==> src/rtl/dtpc_pkg.sv <==
// Types and constants of the dosing, thermostat and pump controller.
// No dependencies; used by the register file, controller and top level, and by the testbench.
`default_nettype none

package dtpc_pkg;

    localparam int PUMP_COUNT = 3;

    typedef enum logic [1:0] {
        REQ_TICK   = 2'd0,
        REQ_SAMPLE = 2'd1,
        REQ_PUMP   = 2'd2
    } dtpc_req_t;

    localparam logic [1:0] PICK_ACID = 2'd0;
    localparam logic [1:0] PICK_BASE = 2'd1;
    localparam logic [1:0] PICK_FEED = 2'd2;
    localparam logic [1:0] PICK_NONE = 2'd3;

    localparam logic [2:0] REG_PH_TARGET     = 3'd0;
    localparam logic [2:0] REG_TEMP_TARGET   = 3'd1;
    localparam logic [2:0] REG_PH_BAND       = 3'd2;
    localparam logic [2:0] REG_TEMP_BAND     = 3'd3;
    localparam logic [2:0] REG_DOSE_LOCKOUT  = 3'd4;
    localparam logic [2:0] REG_FEED_INTERVAL = 3'd5;
    localparam logic [2:0] REG_FEED_LENGTH   = 3'd6;
    localparam logic [2:0] REG_PUMP_LIMIT    = 3'd7;

    localparam int CFG_ADDR_BITS = 3;
    localparam int CFG_DATA_BITS = 32;

    localparam logic [13:0] DOSE_MIN = 14'd100;
    localparam logic [13:0] DOSE_MAX = 14'd1000;

    typedef struct packed {
        logic [13:0]        ph_target_milli;
        logic signed [14:0] temp_target_centi;
        logic [10:0]        ph_band_milli;
        logic [9:0]         temp_band_centi;
        logic [31:0]        dose_lockout_ms;
        logic [31:0]        feed_interval_ms;
        logic [15:0]        feed_length_ms;
        logic [15:0]        pump_limit_ms;
    } dtpc_cfg_t;

    typedef struct packed {
        logic [1:0]         req_type;
        logic [13:0]        ph_milli;
        logic signed [14:0] temp_centi;
        logic               sample_bad;
        logic [1:0]         pump_pick;
        logic [15:0]        run_ms;
    } dtpc_item_t;

    typedef struct packed {
        logic fault;
        logic stirrer_on;
        logic heater_on;
        logic feed_on;
        logic base_on;
        logic acid_on;
    } dtpc_flags_t;

endpackage

`default_nettype wire

==> src/rtl/dtpc_cfg_regs.sv <==
// Configuration register file of the dosing controller.
// Depends on dtpc_pkg.
`default_nettype none

module dtpc_cfg_regs (
    input  wire logic                                   clk,
    input  wire logic                                   rst_n,
    input  wire logic                                   cfg_we,
    input  wire logic [dtpc_pkg::CFG_ADDR_BITS-1:0]     cfg_addr,
    input  wire logic [dtpc_pkg::CFG_DATA_BITS-1:0]     cfg_wdata,
    output dtpc_pkg::dtpc_cfg_t                         cfg
);
    import dtpc_pkg::*;

    dtpc_cfg_t cfg_reg;

    always_ff @(posedge clk or negedge rst_n)
    begin
        if (!rst_n)
        begin
            cfg_reg.ph_target_milli   <= 14'd7000;
            cfg_reg.temp_target_centi <= 15'sd3700;
            cfg_reg.ph_band_milli     <= 11'd100;
            cfg_reg.temp_band_centi   <= 10'd50;
            cfg_reg.dose_lockout_ms   <= 32'd60000;
            cfg_reg.feed_interval_ms  <= 32'd3600000;
            cfg_reg.feed_length_ms    <= 16'd5000;
            cfg_reg.pump_limit_ms     <= 16'd10000;
        end
        else if (cfg_we)
        begin
            case (cfg_addr)
                REG_PH_TARGET:     cfg_reg.ph_target_milli   <= cfg_wdata[13:0];
                REG_TEMP_TARGET:   cfg_reg.temp_target_centi <= $signed(cfg_wdata[14:0]);
                REG_PH_BAND:       cfg_reg.ph_band_milli     <= cfg_wdata[10:0];
                REG_TEMP_BAND:     cfg_reg.temp_band_centi   <= cfg_wdata[9:0];
                REG_DOSE_LOCKOUT:  cfg_reg.dose_lockout_ms   <= cfg_wdata[31:0];
                REG_FEED_INTERVAL: cfg_reg.feed_interval_ms  <= cfg_wdata[31:0];
                REG_FEED_LENGTH:   cfg_reg.feed_length_ms    <= cfg_wdata[15:0];
                REG_PUMP_LIMIT:    cfg_reg.pump_limit_ms     <= cfg_wdata[15:0];
                default:           cfg_reg <= cfg_reg;
            endcase
        end
    end

    assign cfg = cfg_reg;

endmodule

`default_nettype wire

==> src/rtl/dtpc_ctrl.sv <==
// Controller state (clock, pump timers, dose/feed stamps, heater, fault)
// and its single-pass update per transaction. Depends on dtpc_pkg.
`default_nettype none

module dtpc_ctrl #(
    parameter int TIME_BITS = 32,
    parameter int RUN_BITS  = 16
) (
    input  wire logic                 clk,
    input  wire logic                 rst_n,
    input  wire logic                 step,
    input  dtpc_pkg::dtpc_item_t      item,
    input  dtpc_pkg::dtpc_cfg_t       cfg,
    output dtpc_pkg::dtpc_flags_t     flags
);
    import dtpc_pkg::*;

    localparam int CW = (TIME_BITS > 32) ? TIME_BITS : 32;
    localparam int LW = (RUN_BITS > 16) ? RUN_BITS : 16;

    logic [TIME_BITS-1:0] time_now_reg,  time_now_next;
    logic [TIME_BITS-1:0] last_dose_reg, last_dose_next;
    logic [TIME_BITS-1:0] last_feed_reg, last_feed_next;
    logic [PUMP_COUNT-1:0] active_reg,   active_next;
    logic [RUN_BITS-1:0]  left_reg  [PUMP_COUNT];
    logic [RUN_BITS-1:0]  left_next [PUMP_COUNT];
    logic heat_state_reg, heat_state_next;
    logic heater_reg,     heater_next;
    logic fault_reg,      fault_next;

    logic [TIME_BITS-1:0] dose_gap, feed_gap;
    logic                 lockout_ok, feed_due;
    logic signed [14:0]   ph_err;
    logic [13:0]          ph_mag;
    logic [13:0]          dose_amt;
    logic [1:0]           dose_pump;
    logic                 dose_go;
    logic signed [16:0]   temp_x, temp_hi, temp_lo, tgt_x, band_x;
    logic [RUN_BITS-1:0]  dose_len, feed_len, man_len;

    // Clamp to the pump limit, then saturate to the timer width.
    function automatic logic [RUN_BITS-1:0] run_clamp(input logic [15:0] len,
                                                       input logic [15:0] lim);
        logic [15:0]   l;
        logic [LW-1:0] w;
        l = (len > lim) ? lim : len;
        w = LW'(l);
        if (w > LW'({RUN_BITS{1'b1}}))
            w = LW'({RUN_BITS{1'b1}});
        return w[RUN_BITS-1:0];
    endfunction

    always_comb
    begin
        dose_gap   = time_now_reg - last_dose_reg;
        feed_gap   = time_now_reg - last_feed_reg;
        lockout_ok = CW'(dose_gap) >= CW'(cfg.dose_lockout_ms);
        feed_due   = CW'(feed_gap) >  CW'(cfg.feed_interval_ms);

        ph_err = $signed({1'b0, item.ph_milli}) - $signed({1'b0, cfg.ph_target_milli});
        ph_mag = ph_err[14] ? 14'(-ph_err) : ph_err[13:0];
        if (ph_mag < DOSE_MIN)
            dose_amt = DOSE_MIN;
        else if (ph_mag > DOSE_MAX)
            dose_amt = DOSE_MAX;
        else
            dose_amt = ph_mag;
        dose_pump = (ph_err > 15'sd0) ? PICK_ACID : PICK_BASE;
        dose_go   = lockout_ok && (ph_mag >= 14'(cfg.ph_band_milli))
                    && !active_reg[dose_pump];

        temp_x  = {{2{item.temp_centi[14]}}, item.temp_centi};
        tgt_x   = {{2{cfg.temp_target_centi[14]}}, cfg.temp_target_centi};
        band_x  = $signed({7'd0, cfg.temp_band_centi});
        temp_hi = tgt_x + band_x;
        temp_lo = tgt_x - band_x;

        dose_len = run_clamp({2'd0, dose_amt}, cfg.pump_limit_ms);
        feed_len = run_clamp(cfg.feed_length_ms, cfg.pump_limit_ms);
        man_len  = run_clamp(item.run_ms, cfg.pump_limit_ms);
    end

    always_comb
    begin
        time_now_next   = time_now_reg;
        last_dose_next  = last_dose_reg;
        last_feed_next  = last_feed_reg;
        active_next     = active_reg;
        left_next       = left_reg;
        heat_state_next = heat_state_reg;
        heater_next     = heater_reg;
        fault_next      = fault_reg;

        case (item.req_type)
            REQ_TICK:
            begin
                time_now_next = time_now_reg + TIME_BITS'(1);
                for (int i = 0; i < PUMP_COUNT; i++)
                begin
                    if (active_reg[i] && (left_reg[i] != '0))
                        left_next[i] = left_reg[i] - RUN_BITS'(1);
                end
            end
            REQ_SAMPLE:
            begin
                if (item.sample_bad)
                begin
                    fault_next  = 1'b1;
                    active_next = '0;
                    for (int i = 0; i < PUMP_COUNT; i++)
                        left_next[i] = '0;
                    heater_next = 1'b0;
                end
                else
                begin
                    fault_next = 1'b0;
                    if (dose_go)
                    begin
                        active_next[dose_pump] = 1'b1;
                        left_next[dose_pump]   = dose_len;
                        last_dose_next         = time_now_reg;
                    end
                    if (heat_state_reg)
                    begin
                        if (temp_x > temp_hi)
                            heat_state_next = 1'b0;
                    end
                    else if (temp_x < temp_lo)
                    begin
                        heat_state_next = 1'b1;
                    end
                    heater_next = heat_state_next;
                    if (feed_due)
                    begin
                        active_next[PICK_FEED] = 1'b1;
                        left_next[PICK_FEED]   = feed_len;
                        last_feed_next         = time_now_reg;
                    end
                end
            end
            REQ_PUMP:
            begin
                if (item.pump_pick != PICK_NONE)
                begin
                    active_next[item.pump_pick] = 1'b1;
                    left_next[item.pump_pick]   = man_len;
                end
            end
            default:
            begin
                time_now_next = time_now_reg;
            end
        endcase

        for (int i = 0; i < PUMP_COUNT; i++)
        begin
            if (active_next[i] && (left_next[i] == '0))
                active_next[i] = 1'b0;
        end

        flags.acid_on    = active_next[PICK_ACID];
        flags.base_on    = active_next[PICK_BASE];
        flags.feed_on    = active_next[PICK_FEED];
        flags.heater_on  = heater_next;
        flags.stirrer_on = !fault_next;
        flags.fault      = fault_next;
    end

    always_ff @(posedge clk or negedge rst_n)
    begin
        if (!rst_n)
        begin
            time_now_reg   <= '0;
            last_dose_reg  <= '0;
            last_feed_reg  <= '0;
            active_reg     <= '0;
            for (int i = 0; i < PUMP_COUNT; i++)
                left_reg[i] <= '0;
            heat_state_reg <= 1'b0;
            heater_reg     <= 1'b0;
            fault_reg      <= 1'b0;
        end
        else if (step)
        begin
            time_now_reg   <= time_now_next;
            last_dose_reg  <= last_dose_next;
            last_feed_reg  <= last_feed_next;
            active_reg     <= active_next;
            left_reg       <= left_next;
            heat_state_reg <= heat_state_next;
            heater_reg     <= heater_next;
            fault_reg      <= fault_next;
        end
    end

endmodule

`default_nettype wire

==> src/rtl/dosing_thermostat_pump_controller_core.sv <==
// channel  | signals                           | payload
// s        | s_tvalid s_tready s_tuser s_tdata | request kind, sample, manual start
// m        | m_tvalid m_tready m_tdata         | pump, heater, stirrer, fault flags
// cfg      | cfg_we cfg_addr cfg_wdata         | eight set-point/timing registers
//
// One transaction per cycle sustained while m_tready stays high; m_tvalid rises
// after the s accept (input register, then result register after one pass of logic).
// s_tready drops only while both registers are full and m_tready is low.
// Asynchronous active-low reset restores the register defaults, clears time,
// pump timers, heater and fault. No clearing pass is needed.
// Top level of the dosing controller; depends on dtpc_pkg, dtpc_cfg_regs, dtpc_ctrl.
`default_nettype none

module dosing_thermostat_pump_controller_core #(
    parameter int TIME_BITS = 32,
    parameter int RUN_BITS  = 16
) (
    input  wire logic                                 clk,
    input  wire logic                                 rst_n,
    input  wire logic                                 s_tvalid,
    output logic                                      s_tready,
    input  wire logic [1:0]                           s_tuser,   // req_type
    // ph_milli[13:0] temp_centi[28:14] sample_bad[29] pump_pick[31:30] run_ms[47:32]
    input  wire logic [47:0]                          s_tdata,
    output logic                                      m_tvalid,
    input  wire logic                                 m_tready,
    // acid_on[0] base_on[1] feed_on[2] heater_on[3] stirrer_on[4] fault[5] zero[7:6]
    output logic [7:0]                                m_tdata,
    input  wire logic                                 cfg_we,
    input  wire logic [dtpc_pkg::CFG_ADDR_BITS-1:0]   cfg_addr,
    input  wire logic [dtpc_pkg::CFG_DATA_BITS-1:0]   cfg_wdata
);
    import dtpc_pkg::*;

    dtpc_cfg_t   cfg;
    dtpc_item_t  item_reg, item_next;
    dtpc_flags_t flags;
    logic        in_valid_reg;
    logic        out_valid_reg;
    logic [5:0]  out_data_reg;
    logic        advance;
    logic        s_take;

    assign advance  = in_valid_reg && (!out_valid_reg || m_tready);
    assign s_tready = !in_valid_reg || advance;
    assign s_take   = s_tvalid && s_tready;

    always_comb
    begin
        item_next.req_type   = s_tuser;
        item_next.ph_milli   = s_tdata[13:0];
        item_next.temp_centi = $signed(s_tdata[28:14]);
        item_next.sample_bad = s_tdata[29];
        item_next.pump_pick  = s_tdata[31:30];
        item_next.run_ms     = s_tdata[47:32];
    end

    always_ff @(posedge clk or negedge rst_n)
    begin
        if (!rst_n)
        begin
            in_valid_reg  <= 1'b0;
            out_valid_reg <= 1'b0;
        end
        else
        begin
            if (s_take)
                in_valid_reg <= 1'b1;
            else if (advance)
                in_valid_reg <= 1'b0;
            if (advance)
                out_valid_reg <= 1'b1;
            else if (m_tready)
                out_valid_reg <= 1'b0;
        end
    end

    always_ff @(posedge clk)
    begin
        if (s_take)
            item_reg <= item_next;
        if (advance)
            out_data_reg <= flags;
    end

    dtpc_cfg_regs u_cfg (
        .clk       (clk),
        .rst_n     (rst_n),
        .cfg_we    (cfg_we),
        .cfg_addr  (cfg_addr),
        .cfg_wdata (cfg_wdata),
        .cfg       (cfg)
    );

    dtpc_ctrl #(
        .TIME_BITS (TIME_BITS),
        .RUN_BITS  (RUN_BITS)
    ) u_ctrl (
        .clk   (clk),
        .rst_n (rst_n),
        .step  (advance),
        .item  (item_reg),
        .cfg   (cfg),
        .flags (flags)
    );

    assign m_tvalid = out_valid_reg;
    assign m_tdata  = {2'b00, out_data_reg};

endmodule

`default_nettype wire

==> config.mk <==
export PLATFORM = sky130hd
export DESIGN_NAME = dosing_thermostat_pump_controller_core
export DESIGN_NICKNAME = d
export VERILOG_FILES = /design/src/rtl/dtpc_pkg.sv /design/src/rtl/dtpc_cfg_regs.sv /design/src/rtl/dtpc_ctrl.sv /design/src/rtl/dosing_thermostat_pump_controller_core.sv
export SDC_FILE = /design/constraint.sdc
export NUM_CORES = 1
export LEC_CHECK = 0
export ABC_CLOCK_PERIOD_IN_PS = 6380
export BUFFER_PORTS_ARGS = -buffer_cell sky130_fd_sc_hd__buf_2
export CAP_MARGIN = 20
export CORE_MARGIN = 8
export CORE_UTILIZATION = 30
export DETAILED_ROUTE_END_ITERATION = 16
export HOLD_SLACK_MARGIN = 0.06
export PLACE_DENSITY_LB_ADDON = 0.05
export REMOVE_ABC_BUFFERS = 1
export SETUP_SLACK_MARGIN = 0.5
export SKIP_CTS_REPAIR_TIMING = 1
export SLEW_MARGIN = 20
export SYNTH_ARGS = -nofsm -noshare
export SYNTH_HDL_FRONTEND = slang
export SYNTH_HIERARCHICAL = 1
export SYNTH_SLANG_ARGS = --single-unit
export TNS_END_PERCENT = 5
==> constraint.sdc <==
create_clock -name clk -period 6.38 [get_ports clk]
set_input_delay 0.638 -clock clk [delete_from_list [all_inputs] [get_ports clk]]
set_output_delay 0.638 -clock clk [all_outputs]
set_load 0.01 [all_outputs]
* Word level (Yosys, flattened, before mapping)
Cells that the tools add are included.
** Operators by class
- Add/subtract/negate cells :: 10
- Order comparisons :: 22
- Eq/ne operators :: 10
- Multiplexer cells :: 49
- Bitwise logic cells :: 5
- Reduce and logical (&&, ||, !) cells :: 42
** Operator list (number)
- $mux 16 :: 12
- $mux 48 :: 3
- $pmux 48 s3 :: 1
- $bwmux 48 :: 2
- $demux 16 s2 :: 2
- $sub 32x32->32 :: 2
- $gt 16x16->1 const B :: 3
- $logic_not 16->1 :: 3
- $reduce_bool 16->1 :: 3
- $sub 16x1->16 const B :: 3
- $mux 14 :: 3
- $add 32x1->32 const B :: 1
- $ge 32x32->1 :: 1
- $gt 16x16->1 :: 2
- $gt 32x32->1 :: 1
- $mux 1 :: 19
- $reduce_and 2->1 :: 9
- $add 15x11->16 :: 1
- $gt 14x16->1 :: 1
- $gt 15x16->1 :: 1
- $lt 15x16->1 :: 1
- $sub 15x11->16 :: 1
- $gt 15x1->1 const B :: 1
- $sub 14x14->15 :: 1
- 29 further kinds :: 61
** Word-level totals
- Register bits :: 354
- Bits of input ports :: 90
- Output and inout bits :: 10
- Logic and storage cells :: 165

* Longest topological paths before layout
Gate-level depths: netlist (run 1).
- Depth in word-level cells :: 18
- Gate-level depth with buffers :: 34

* Hierarchy
Netlist (run 1), hierarchy kept.
** By module, submodules not included
- dtpc_ctrl :: times used 1, cells an instance 2379, area each 18436.4 µm²
- dtpc_cfg_regs :: times used 1, cells an instance 318, area each 5799.3 µm²
- dosing_thermostat_pump_controller_core :: times used 1, cells an instance 67, area each 1804.2 µm²

* Worst setup path before layout (run 1)
No wires, ideal clock.
- Path kind :: register to register
- Start :: register u_cfg.cfg_reg, in the netlist u_cfg/cfg[135]
- End :: register u_ctrl.active_reg[0]
- Arrival time :: 6633 ps
- Required time :: 6255 ps
- Path slack :: -378 ps
- Stages on the path, launching flop included :: 32
- Buffers on the path :: 4
- Path through :: dfstp_2 > inv_1 > ha_1 > buf_6 > a21oi_2 > nor2b_2 > o311a_1 > or3_1 > and2_1 > buf_6 > or3_4 > o22a_1 > a22o_1 > and4bb_1 > buf_6 > and2_1 > ha_1 > nor2b_1 > o21a_1 > o21a_1 > o21ai_0 > nand2b_1 > a21oi_1 > o211ai_1 > and2_1 > clkbuf_1 > o31a_1 > o21a_1 > a2111o_1 > or4_1 > o41a_1 > mux2_4
** RTL lines
- start, declared :: RTL line dtpc_cfg_regs.sv:15 : dtpc_cfg_t cfg_reg;
- start signal, assigned :: RTL line dtpc_cfg_regs.sv:41 : default: cfg_reg <= cfg_reg;
- end signal, assigned :: RTL line dtpc_ctrl.sv:188 : active_reg <= active_next;
- end, declared :: RTL line dtpc_ctrl.sv:24 : logic [PUMP_COUNT-1:0] active_reg, active_next;

==> summary.txt, run 1 <==
STA
  – Final period util: 1.06
  – Setup violators final: 4
  – Final hold vios: 0
  – Final Slew Violations: 0
  – Final min period: ~6.7 ns
  – RSZ-0062 raised after global routing: yes
  – Top achievable clock speed: around 150 MHz
  – Clk_skew: 0.0239 ns
  – Relative slew slack: 0.298
  – Final WS setup: -0.358 ns
  – Worst-Margin Slew: 1.05 ns

Run status
  – Failing checks: setup timing
  – Status: finished with violations

Power
  – Reported net switching power: between 5 and 6 mW
  – Int Pwr: between 8 and 9 mW
  – Sequential fraction of design power: 0.237
  – Power per cell area: 426 mW/mm²
  – Worst VDD drop: ~0.00021 V
  – Clk pwr share: 0.210
  – Total power: 14.0 mW
  – Sw frac: 0.402
  – Combinational share of power: 0.553
  – Leakage power: around 15 nW

Job
  – Max Cap Viol: 0

Route
  – Antenna Nets Post-Route: 0
  – Detailed Route Iter0 Violations: roughly 1.3k
  – DRC Markers: 0
  – Routed wire length: 87800 µm
  – DR vias: between 20k and 25k
  – Wire length per cell: 20.3 µm
  – Vias/cell: ~5
  – Detailed-router iteration count before antenna repair: 5

Synthesis
  – Asr flop ratio synth: 0.842
  – Synth cell types: approximately 110
  – Ys flop type: dfrtp_1
  – Mapped Cells: ~2.8k
  – Post-synth EDFFs: 56
  – FF+latch count, synth: ~350
  – Mapped cell area: approximately 0.026 mm²
  – Sequential element share of the synthesized area: 0.353
  – Synth Warn #: 6
  – Mapped Avg Cell Area: about 9.4 µm²

Place
  – Number of port buffers: 97
  – Post-placement cell count: approximately 4.2k
  – Routability cong.: 0.878
  – Hpwl dp: approximately 65000 µm

Cells and area
  – Layout fillers: about 8.6k
  – Layout cells sized above 1: 0.296
  – Area Growth Syn to Fin: 25.7%
  – Nets: between 3k and 4k
  – Non-Filler Instances: approximately 4.3k
  – Number of flip-flops in the largest register: between 100 and 150

Floorplanning
  – Rows: between 100 and 150
  – Die height: between 300 and 400 µm
  – Die area: 0.0965 mm²
  – Total core area: 0.0863 mm²
  – Initial Util: 0.302
  – Chip width: 311 µm
  – # IOs: 100

Min path
  – Min-delay worst type: in2async

Global route
  – Total GRT Usage: 0.176
  – Vias in the first global route: 22.2k
  – Global route overflow: 0
  – Largest net degree at the start of global routing: approximately 150
  – Initial antenna violation count: 5
  – First-pass GRT wire length: between 100000 and 150000 µm

Clocking
  – Root Buffer: clkbuf_16
  – Clock Latency Late Sink: 0.61 ns
  – CTS tree: built
  – H-tree level count: 2
  – Clock Sinks: 354
  – Clk buf depth: 3
  – Clock-pin slew on the worst setup and hold paths: about 0.06 ns
  – CTS Buf Count: between 40 and 50

Setup path
  – Crit-path max cell delay: ~0.51 ns
  – Critical Path Most Common Cell: o21a_1
  – Crit path buffers/inverters: 0
  – CP max stage cell: or4_1
  – Critical Path Start Type: register
  – WP data required: between 6 and 7 ns
  – Worst EP arrival: 7.22 ns
  – Setup Crit Path Kind: reg2reg
  – Critical path peak fanout: 6
  – Delay-heaviest family, CP: compound AO/OA/AOI/OAI gates
  – Crit. End Element: register
-- placed cells by master, fill, tap and decap left out, types with 13 or more instances in the layout --
master / n
or3_1: 13
xnor2_1: 109
ha_1: 251
o211ai_1: 15
o21a_1: 32
a21oi_1: 188
buf_4: 308
and2_1: 13
mux2i_1: 20
clkbuf_16: 51
nor4_1: 22
o22ai_1: 15
and3_1: 20
nand2_1: 159
o21bai_1: 18
dfstp_2: 48
buf_6: 13
inv_1: 240
a21oi_2: 15
o21ai_1: 30
nor3_1: 55
mux2_4: 62
edfxtp_1: 56
o21ai_2: 15
xor2_1: 43
a21o_1: 54
a211oi_1: 23
nand3_1: 48
nand2b_1: 33
dfrtp_1: 250
nor2b_1: 24
mux2_2: 139
o21ai_0: 126
nor2_1: 184
nand4_1: 41
or2_2: 14
buf_2: 96
-- routing by layer --
layer,global-route usage,routed length (µm),vias to the layer above
met5,0,0,-
met4,0.0488,2360,0
met3,0.0205,3330,134
met2,0.291,40700,381
met1,0.243,41500,10600
li1,-,-,10600
-- per-stage QoR --
stage	setup slack, ns	TNS (ns)	hold slack, ns	area, µm²	utilization
after CTS	-1.12	-23.36	0.0853	31600	0.366
final	-0.358	-0.861	0.0692	32700	0.379
after floorplan	-1.47	-43.52	0.342	25500	-
after detailed placement	-1.07	-20.53	0.468	29900	0.346
after global routing	-0.591	-3.47	0.113	32700	0.379
after global placement	-0.873	-18.10	0.462	29900	0.346
-- synth_stat cells, types with 22 or more instances --
library cell,instances,share of area
dfstp_2,48,0.048
clkbuf_1,83,0.012
nor4_1,25,0.0060
a211oi_1,32,0.0092
mux2_2,162,0.070
a21o_1,55,0.016
edfxtp_1,56,0.065
o21ai_0,166,0.032
nand4_1,41,0.0099
nor2b_1,27,0.0065
nor2_1,193,0.028
nand3_1,49,0.0094
nand2_1,170,0.025
xor2_1,43,0.014
mux2_4,39,0.022
dfrtp_1,250,0.24
nand2b_1,33,0.0079
nor3_1,60,0.012
ha_1,259,0.12
inv_1,243,0.035
xnor2_1,109,0.037
and3_1,22,0.0053
a21oi_1,203,0.039
o21a_1,34,0.0098
-- final cells by class --
cell class	instances	area, µm²	share of cell area
antenna	2	5.00	0.000153
clock buffer	68	1430	0.0437
clock inverter	22	302	0.00921
inverter	245	920	0.0281
multi-input combinational	2051	16300	0.497
sequential	354	9200	0.281
tap	1155	1450	0.0442
timing repair buffer	428	3150	0.0963
-- logic make-up (layout without fill, tap and decap cells) --
logic type,count (synthesis),after routing,share of synthesized area
buffers and inverters,364,763,0.0585
XOR/XNOR,153,153,0.0517
AND/OR/NAND/NOR,713,714,0.138
adder cells (fa/ha/maj),264,264,0.128
other,2,8,0.000288
multiplexers,221,221,0.100
flip-flops,354,354,0.353
AO/OA/AOI/OAI,693,693,0.170
-- final timing paths --
| kind | start | end | slack (ns) | depth (start not counted) |
|---|---|---|---|---|
| worst max register to register | u_cfg/cfg[132]$_DFFE_PN0P_ | u_ctrl/active_reg[0]$_DFFE_PN0P_ | -0.36 | 27 |
| max in group asynchronous | rst_n | u_ctrl/last_feed_reg[21]$_DFFE_PN0P_ | 4.97 | 2 |
| worst min-delay path | rst_n | u_cfg/cfg[139]$_DFFE_PN0P_ | 0.07 | 1 |
| worst min register to register | u_ctrl/heater_reg$_DFFE_PN0P_ | u_ctrl/heater_reg$_DFFE_PN0P_ | 0.47 | 2 |
| min in group clk | s_tdata[18] | item_reg[23]$_DFFE_PP_ | 0.20 | 1 |
| worst max-delay path | u_cfg/cfg[132]$_DFFE_PN0P_ | u_ctrl/active_reg[0]$_DFFE_PN0P_ | -0.36 | 27 |
-- power by group through the flow --
stage / logic [mW] / clock network [mW] / registers [mW]
final: 7.72 / 2.93 / 3.30
after global routing: 8.61 / 3.13 / 3.38
after CTS: 7.22 / 3.05 / 3.29
after detailed placement: 7.17 / 0 / 3.32
after global placement: 7.14 / 0 / 3.32
after floorplan: 4.40 / 0 / 3.17
-- worst reg2reg max path, stage by stage (launching register included) --
cell and delay (ns):
dfrtp_1 0.38, ha_2 0.20, fa_2 0.38, nor2b_2 0.13, o2111ai_2 0.13, and3_4 0.18, or3b_4 0.38, a211o_1 0.28
or3_4 0.35, o22a_1 0.18, a22o_1 0.23, and4bb_2 0.27, and2_4 0.15, ha_4 0.21, nor2b_4 0.12, o21a_1 0.17
o21a_1 0.17, o21ai_1 0.12, nand2b_1 0.09, a21oi_2 0.14, o211ai_1 0.15, and2_4 0.21, o31a_1 0.26, o21a_1 0.24
a2111o_1 0.34, or4_1 0.51, o41a_1 0.36, mux2_4 0.27
(Power assumes the default switching activity.)
==> run 2, diff against run 1 <==
--- a/config.mk
+++ b/config.mk
@@ -14,3 +14,3 @@
 export HOLD_SLACK_MARGIN = 0.06
-export PLACE_DENSITY_LB_ADDON = 0.05
+export PLACE_DENSITY = 0.56
 export REMOVE_ABC_BUFFERS = 1
@@ -21,3 +21,2 @@
 export SYNTH_HDL_FRONTEND = slang
-export SYNTH_HIERARCHICAL = 1
 export SYNTH_SLANG_ARGS = --single-unit
--- a/constraint.sdc
+++ b/constraint.sdc
@@ -3,2 +3,2 @@
 set_output_delay 0.638 -clock clk [all_outputs]
-set_load 0.01 [all_outputs]
+set_load 0.1 [all_outputs]
==> summary.txt, run 2 <==
Clocking
  – Clk buf depth: 3 (unchanged)
  – CTS tree: built
  – Root Buffer: clkbuf_16
  – Clock Sinks: 354 (unchanged)
  – Clock-pin slew on the worst setup and hold paths: 0.06 ns (about the same)
  – H-tree level count: 2 (unchanged)
  – Clock Latency Late Sink: 0.59 ns (-0.02 ns)
  – CTS Buf Count: 43 (-10%)

Setup path
  – Worst setup path start: u_cfg.cfg[132]$_DFFE_PN0P_
  – Critical Path Start Type: register
  – Register-to-Register Setup Slack: -0.39 ns (-0.03 ns)
  – Crit-path max cell delay: 0.54 ns (+0.03 ns)
  – WP data required: 6.72 ns (-0.14 ns)
  – R2R Path End: out_data_reg[0]$_DFFE_PP_
  – Worst EP arrival: 7.11 ns (-0.11 ns)
  – Critical path peak fanout: 4 (-2)
  – Setup crit end: out_data_reg[0]$_DFFE_PP_
  – R2R depth: 30 (+11%)
  – Setup Crit Path Kind: reg2reg
  – RR Startpoint: u_cfg.cfg[132]$_DFFE_PN0P_
  – Crit. End Element: register
  – CP max stage cell: or4_1

STA
  – RSZ-0062 raised after global routing: yes
  – Worst-Margin Slew: 1.09 ns (+0.0410 ns)
  – Top achievable clock speed: 148 MHz (-0.42%)
  – Relative slew slack: 0.266 (-0.0321)
  – Final min period: 6.77 ns (+0.0283 ns)
  – Final Slew Violations: 0 (unchanged)
  – Final WS setup: -0.387 ns (-0.0284 ns)
  – Worst hold slack: 0.220 ns (+0.151 ns)
  – Setup violators final: 5 (+1)
  – Final period util: 1.06 (+0.00444)
  – Clk_skew: 0.0164 ns (-0.00756 ns)
  – Final hold vios: 0 (unchanged)

Run status
  – Status: finished with violations
  – Failing checks: setup timing

Synthesis
  – Post-synth EDFFs: 56 (unchanged)
  – FF+latch count, synth: 354 (unchanged)
  – Top cells by area, synth: dfrtp_1 24%, ha_1 13%, edfxtp_1 6.5%
  – Asr flop ratio synth: 0.842 (unchanged)
  – Mapped Cells: 2847 (+3.0%)
  – Post-synth top area share: 0.244 (+0.00337)
  – Cell taking the most area after synthesis: dfrtp_1
  – Synth cell types: 90 (-14%)
  – Synth top cells by count: 274 x nand2_1, 257 x ha_1, 257 x o21ai_0
  – Sequential element share of the synthesized area: 0.358 (+0.00496)
  – Mapped cell area: 0.0257 mm² (-1.4%)
  – Ys flop type: dfrtp_1
  – Mapped Avg Cell Area: 9.02 µm² (-4.3%)
  – Most common cell in the netlist: nand2_1
  – Synth Warn #: 0 (-6)

Min path
  – Min-delay worst type: in2reg
  – Hold Startpoint: s_tdata[36]

Place
  – Routability cong.: 0.932 (+6.1%)
  – Hpwl dp: 57400 µm (-12%)
  – Placement Setup Slack: -0.927 ns (+0.145 ns)
  – Number of port buffers: 97 (unchanged)
  – Post-placement cell count: 4204 (-0.21%)

Global route
  – First-pass GRT wire length: 121000 µm (-11%)
  – GR peak layer: met2
  – Total GRT Usage: 0.159 (-0.0171)
  – M3 GR Usage: 0.0320 (+0.0115)
  – Vias in the first global route: 21.3k (-3.8%)
  – Largest net degree at the start of global routing: 119 (-20%)
  – Initial antenna violation count: 3 (-2)
  – Met2 Usage GRT: 0.259 (-0.0321)
  – Global Route met1 Usage: 0.209 (-0.0338)
  – Global route overflow: 0 (unchanged)

Cells and area
  – Layout fillers: 8547 (-1.1%)
  – Layout cells sized above 1: 0.250 (-0.0459)
  – Nets: 3487 (+0.14%)
  – Area Growth Syn to Fin: 23.1%
  – Reg area: 0.00920 mm² (unchanged)
  – Most frequent cells in the layout: 250 x ha_1, 250 x dfrtp_1, 243 x nand2_1
  – Number of flip-flops in the largest register: 146 (unchanged)
  – Util after Layout: 0.372 (-0.00729)
  – Area of the multi-input gates: 0.0160 mm² (-1.6%)
  – Non-Filler Instances: 4315 (-0.23%)

Floorplanning
  – Total core area: 0.0850 mm² (-1.5%)
  – Initial Util: 0.302 (+0.000497)
  – Die area: 0.0952 mm² (-1.3%)
  – Die height: 309 µm (-0.66%)
  – Chip width: 309 µm (-0.66%)
  – Rows: 107 (-0.93%)
  – # IOs: 100 (unchanged)

Power
  – Clk pwr share: 0.219 (+0.009)
  – Combinational share of power: 0.511 (-0.042)
  – Sequential fraction of design power: 0.270 (+0.033)
  – Worst VDD drop: 0.000226 V (+6.6%)
  – Leakage power: 14.4 nW (-2.6%)
  – Sw frac: 0.404 (+0.00193)
  – Int Pwr: 6.96 mW (-17%)
  – Power per cell area: 369 mW/mm² (-13%)
  – Reported net switching power: 4.71 mW (-16%)

Route
  – Detailed-router iteration count before antenna repair: 7 (+2)
  – DR vias: 22.1k (+1.9%)
  – Antenna Nets Post-Route: 0 (unchanged)
  – Vias/cell: 5.13 (+2.1%)
  – Routed wire length: 78400 µm (-11%)
  – Wire length per cell: 18.2 µm (-11%)
  – DRC Markers: 0 (unchanged)
  – Detailed Route Iter0 Violations: 1560 (+25%)

Job
  – Max Cap Viol: 0 (unchanged)
run 2: cell count changes after synthesis, sizes merged, moves of 9 or more:
cell / delta
xor2: +10
clkbuf: +18
or4: +9
nand2: +104
mux2: -72
buf: -20
nor3: -15
a21oi: -34
a22o: +9
nor2: -19
o21ai: +90
run 2: kinds of logic after synthesis:
group           after synthesis  synth area share
fa+ha+maj                   262             0.129
buf+inv                     362            0.0537
xor+xnor                    159            0.0545
mux                         143            0.0620
other cells                   1          0.000146
compound gates              778             0.195
flops                       354             0.358
simple gates                788             0.147
run 2: power groups by stage:
stage	Sequential [mW]	Clock [mW]	Combinational (mW)
after floorplan	3.12	0	3.61
after detailed placement	3.18	0	5.49
after global routing	3.21	2.71	6.64
final	3.15	2.55	5.96
after global placement	3.17	0	5.44
after CTS	3.14	2.64	5.53
run 2: area by class of cell:
class	count	share of cell area
diodes	1	0.0000792
clock buffers	56	0.0388
clock inverters	24	0.00732
inverters	245	0.0291
multi-input cells	2136	0.507
flip-flops and latches	354	0.291
well taps	1144	0.0453
repair buffers	355	0.0814
run 2: through the flow:
step	TNS, ns	area, µm²	power, mW
finish	-1.59	31600	11.7
global placement	-17.75	29000	8.60
global route	-4.51	31600	12.6
CTS	-24.75	30400	11.3
detailed placement	-20.60	29000	8.66
floorplan	-11.24	25200	6.73
run 2: worst min path at each step:
stage,slack [ns],depth (start not counted),to
after global placement,0.46,1,u_ctrl.heater_reg$_DFFE_PN0P_
after detailed placement,0.47,1,u_ctrl.heater_reg$_DFFE_PN0P_
after floorplan,0.34,0,in_valid_reg$_DFFE_PN0P_
final,0.22,1,item_reg[4]$_DFFE_PP_
after global routing,0.20,1,item_reg[15]$_DFFE_PP_
after CTS,0.18,1,item_reg[4]$_DFFE_PP_
run 2: worst max-delay path, delay by kind of cell (launching register included):
family / cells / cell delay, ns
buffers and inverters: 3 / 0.39
xor gates and xnor gates: 1 / 0.17
DFF: 1 / 0.38
AOI/OAI and AO/OA: 10 / 1.68
and+or+nand+nor: 13 / 3.10
adders and majority gates: 3 / 0.81
run 2: routing by layer:
metal | wire [µm] | vias to the layer above | part of all wire
met4 | 2970 | 2 | 0.038
met2 | 35900 | 572 | 0.46
met3 | 4900 | 148 | 0.062
met1 | 34500 | 10600 | 0.44
li1 | - | 10800 | -
met5 | 12 | - | 0.00015
